## config.mk

```make
export PLATFORM = sky130hd
export DESIGN_NAME = hbnp_ram
export DESIGN_NICKNAME = d
export VERILOG_FILES = /design/src/hbnp_ram.sv
export SDC_FILE = /design/constraint.sdc
export NUM_CORES = 1
export LEC_CHECK = 0
export BUFFER_PORTS_ARGS = -buffer_cell sky130_fd_sc_hd__buf_2
export CAP_MARGIN = 20
export CELL_PAD_IN_SITES_DETAIL_PLACEMENT = 1
export CELL_PAD_IN_SITES_GLOBAL_PLACEMENT = 1
export CORE_MARGIN = 3
export CORE_UTILIZATION = 53
export CTS_CLUSTER_SIZE = 10
export DETAILED_ROUTE_END_ITERATION = 6
export HOLD_SLACK_MARGIN = 0.03
export PLACE_DENSITY = 0.74
export SYNTH_ARGS = -nofsm -noshare
export SYNTH_HDL_FRONTEND = slang
export SYNTH_SLANG_ARGS = --single-unit
```

## constraint.sdc

```tcl
create_clock -name clk_i -period 2.2 [get_ports clk_i]
set_input_delay 0.44 -clock clk_i [delete_from_list [all_inputs] [get_ports clk_i]]
set_output_delay 0.44 -clock clk_i [all_outputs]
set_load 0.01 [all_outputs]
```

## src/hbnp_ram.sv

```systemverilog
module hbnp_ram #(
  parameter int unsigned Width = 8,
  parameter int unsigned Depth = 16
) (
  input  logic                                       clk_i,
  input  logic                                       we_i,
  input  logic [(Depth > 1 ? $clog2(Depth) : 1)-1:0] waddr_i,
  input  logic [Width-1:0]                           wdata_i,
  input  logic                                       re_i,
  input  logic [(Depth > 1 ? $clog2(Depth) : 1)-1:0] raddr_i,
  output logic [Width-1:0]                           rdata_o
);

  logic [Width-1:0] mem_q [Depth];
  logic [Width-1:0] rdata_q;

  always_ff @(posedge clk_i) begin
    if (we_i) begin
      mem_q[waddr_i] <= wdata_i;
    end
    if (re_i) begin
      rdata_q <= mem_q[raddr_i];
    end
  end

  assign rdata_o = rdata_q;

endmodule

```

Word-level counts from Yosys, hierarchy flattened
Memories as Yosys holds them, arrays and structs flattened. A register that Yosys moved wholly into a read port is not among the register bits.
Cells that the tools add are included.
{"block": "totals", "ramBits": 128, "regBits": 0, "mem_count": 1, "out_inout_bits": 8}
{"block": "classes", "mux": 2}
{"memory": "mem_q", "words": 16, "width": 8, "read_ports": 1, "rd_ports_with_merged_regs": 1, "wr": 1, "line_no": "14", "rtl": "logic [Width-1:0] mem_q [Depth];"}
{"op": "1-bit 2-to-1 mux", "count": 2}

Logic depth before layout (Yosys ltp)
{"block": "logic_depth", "word_depth": 2, "mapped_depth": 5}

Worst setup path before layout
No wires, ideal clock.
{"block": "synth_path", "path_kind": "input to register", "startpoint": "input waddr_i[2] (netlist name)", "endpoint": "memory mem_q[0][0], enable pin", "path_stages": 2, "arrival_ps": 1550, "setup_slack_ps": 267, "setup_ps": 383, "required_time_ps": 1817, "cell_sequence": "or3b_2 -> nor3_1"}
{"item": "start: declaration", "line_no": "7", "rtl": "input logic [(Depth > 1 ? $clog2(Depth) : 1)-1:0] waddr_i,"}
{"item": "end: declaration", "line_no": "14"}
No word-level cell before the write port.

Final worst setup path
{"block": "layout_path", "startpoint": "register rdata_q[6], in the netlist rdata_o[6] (read register of mem_q)", "endpoint": "output rdata_o[6]"}
{"item": "start: declaration", "line_no": "15", "rtl": "logic [Width-1:0] rdata_q;"}
{"item": "end: declaration", "line_no": "11", "rtl": "output logic [Width-1:0] rdata_o"}
No word-level cell between the ends.

==> results_dict.tcl <==
set metrics [dict create \
    finalInstanceArea_sq_mm 0.00621 \
    crit_family "flip-flops" \
    final_util 0.660 \
    synth_most_common_cell "edfxtp_1" \
    rsz0062_at_grt "no" \
    die_w_um 105 \
    htree_levels 4 \
    crit_required_ns 1.76 \
    cts_resized 0 \
    synth_largest_area_cell "edfxtp_1" \
    worstSetupEndpointType "primary output" \
    worstSetupPathType "register to primary output" \
    cts_sinks 136 \
    period_share 0.706 \
    syn-cell-area_sq_mm 0.00523 \
    path_clk_slew_ns 0.06 \
    worst_slew_margin_rel 0.723 \
    fin_nets 304 \
    synth-edff-count 136 \
    yosys_warnings 0 \
    hold_depth 1 \
    route.detailed.drc 0 \
    start_util 0.555 \
    grt_max_degree 33 \
    reg2reg_slack_ns 0.67 \
    worst-path-stages 1 \
    vdd_drop_max_mv 0.568 \
    place_area_sq_mm 0.00562 \
    netlist-cell-type-count 18 \
    grt_pass1_vias 2732 \
    avgSynthCellArea_sq_um 22.8 \
    slowest_stage "edfxtp_1" \
    drt_iter0_markers 246 \
    power_per_cell_area_mw_per_mm2 978 \
    cp_max_fo 1 \
    worstReg2RegStart "mem_q[9][1]$_DFFE_PP_" \
    synth_flop_cell "edfxtp_1" \
    die_h_um 105 \
    worstMarginPinSlew_ns 0.415 \
    ys_ff_latch 136 \
    grt_pass1_wl_um 16700 \
    crit_chain "buf_2" \
    hold_viol 0 \
    setup_viol 0 \
    fmax_mhz 644 \
    cts_setup_buffers 0 \
    min_period_ns 1.55 \
    port_buffers 26 \
    numCtsBuffers 17 \
    hold_buffers 0 \
    ys_async_sr_fraction 0 \
    slowest_delay_ns 0.43 \
    insertion_delay_ns 0.52 \
    setup_tns_ns 0 \
    diodes 0 \
    path_buf_inv 1 \
    max-cap-violations 0 \
    cts_root_buf "clkbuf_8" \
    syn_inst 229 \
    slew_violations 0 \
    p_leak_nw 2.11 \
    firstDrtPassIters 4 \
    drive_gt1_frac 0.321 \
    overflow 0 \
    ys_top_cells_by_area "edfxtp_1 (78%), mux4_2 (7.8%), mux4_1 (7.0%)" \
    drtAntennaViolNets 0 \
    synth-seq-area-share 0.781 \
    hold_class "input pin to register" \
    rows 35 \
    clk_path_buf_depth 2 \
    track_usage 0.213 \
    area_growth_pct 18.8 \
    wl_um 10600 \
    die_area_sq_mm 0.0111 \
    fin_hold_ws_ns 0.303 \
    gp_congestion 0.684 \
    dp_hpwl_um 6700 \
    vias 2517 \
    min-delay-start "wdata_i[5]" \
    synth_nets 248 \
    wl_per_cell_um 25.0 \
    status "finished, final reports clean" \
    r2r-end "rdata_o[1]$_DFFE_PP_" \
    cp-start-kind "register" \
    synth_commonest_cells "edfxtp_1 (136), mux4_2 (18), a22oi_1 (16), mux4_1 (14), nor2_1 (13)" \
    tritoncts "yes" \
    pin_count 27 \
    finClkSkew_ns 0.00850 \
    crit_start "rdata_o[6]$_DFFE_PP_" \
    cp_data_arrival_time_ns 1.11 \
    hold_end "mem_q[4][5]$_DFFE_PP_" \
    post-synth-top-area-fraction 0.781 \
    vias_per_cell 5.92 \
    reg2reg_depth 3 \
    core_area_sq_mm 0.00942 \
    antenna_found_initial 0 \
]
[layout by cell type (no fill, tap or decap), types with 3 or more instances in the layout]
cell type / count
a22oi_1: 16
buf_2: 26
buf_4: 19
bufinv_16: 4
clkbuf_16: 16
clkinv_4: 3
clkinvlp_4: 3
edfxtp_1: 136
mux4_1: 14
mux4_2: 18
nand2_1: 9
nor2_1: 13
nor3_1: 4
[worst register-to-register path, cell delays in order (launching register included)]
cell,delay (ns)
edfxtp_1,0.37
mux4_1,0.51
a22oi_1,0.32
nand2_1,0.08
[report_power, final]
| group | total [mW] | internal (mW) | switching [mW] |
|---|---|---|---|
| registers | 2.94 | 2.92 | 0.0188 |
| logic | 0.273 | 0.117 | 0.157 |
| clock network | 2.86 | 1.83 | 1.03 |
| total | 6.07 | 4.86 | 1.21 |
[cell type report]
class	instances	area (sq um)
well taps	129	161
repair buffers	47	313
clock buffers	18	418
multi-input cells	83	1060
clock inverters	12	179
fillers	778	3200
flip-flops and latches	136	4080
[state kept, by name, summed over array words and instances, names as in the netlist]
| name | count |
|---|---|
| mem_q | 128 |
| rdata_o | 8 |
[worst max path at each step]
| stage | endpoint |
|---|---|
| after floorplan | mem_q[0][0]$_DFFE_PP_ |
| after global placement | rdata_o[4]$_DFFE_PP_ |
| after detailed placement | rdata_o[1]$_DFFE_PP_ |
| after CTS | rdata_o[4] |
| after global routing | rdata_o[1]$_DFFE_PP_ |
| final | rdata_o[6] |
[metal layers]
metal,vias to the layer above,wire [um],share of wire,GRT usage
met3,9,524,0.049,0.0484
li1,1100,-,-,-
met1,1323,4550,0.43,0.299
met4,0,92,0.0087,0.0759
met2,85,5440,0.51,0.333
met5,-,0,0,0
[stage by stage]
stage / power [mW] / instances / worst slack, ns
CTS: 6.12 / 425 / 0.631
finish: 6.07 / 425 / 0.648
global placement: 3.25 / 395 / 0.208
floorplan: 3.14 / 229 / 0.267
detailed placement: 3.27 / 395 / 0.182
global route: 6.27 / 425 / 0.573
[logic make-up (layout without fill, tap and decap cells)]
group           after synthesis  after routing  share of synthesized area
simple gates                 35             35                     0.0314
mux                          32             32                      0.148
compound gates               16             16                     0.0230
buf+inv                      10             77                     0.0165
flops                       136            136                      0.781
No activity file was read; power rests on OpenSTA's default activity.
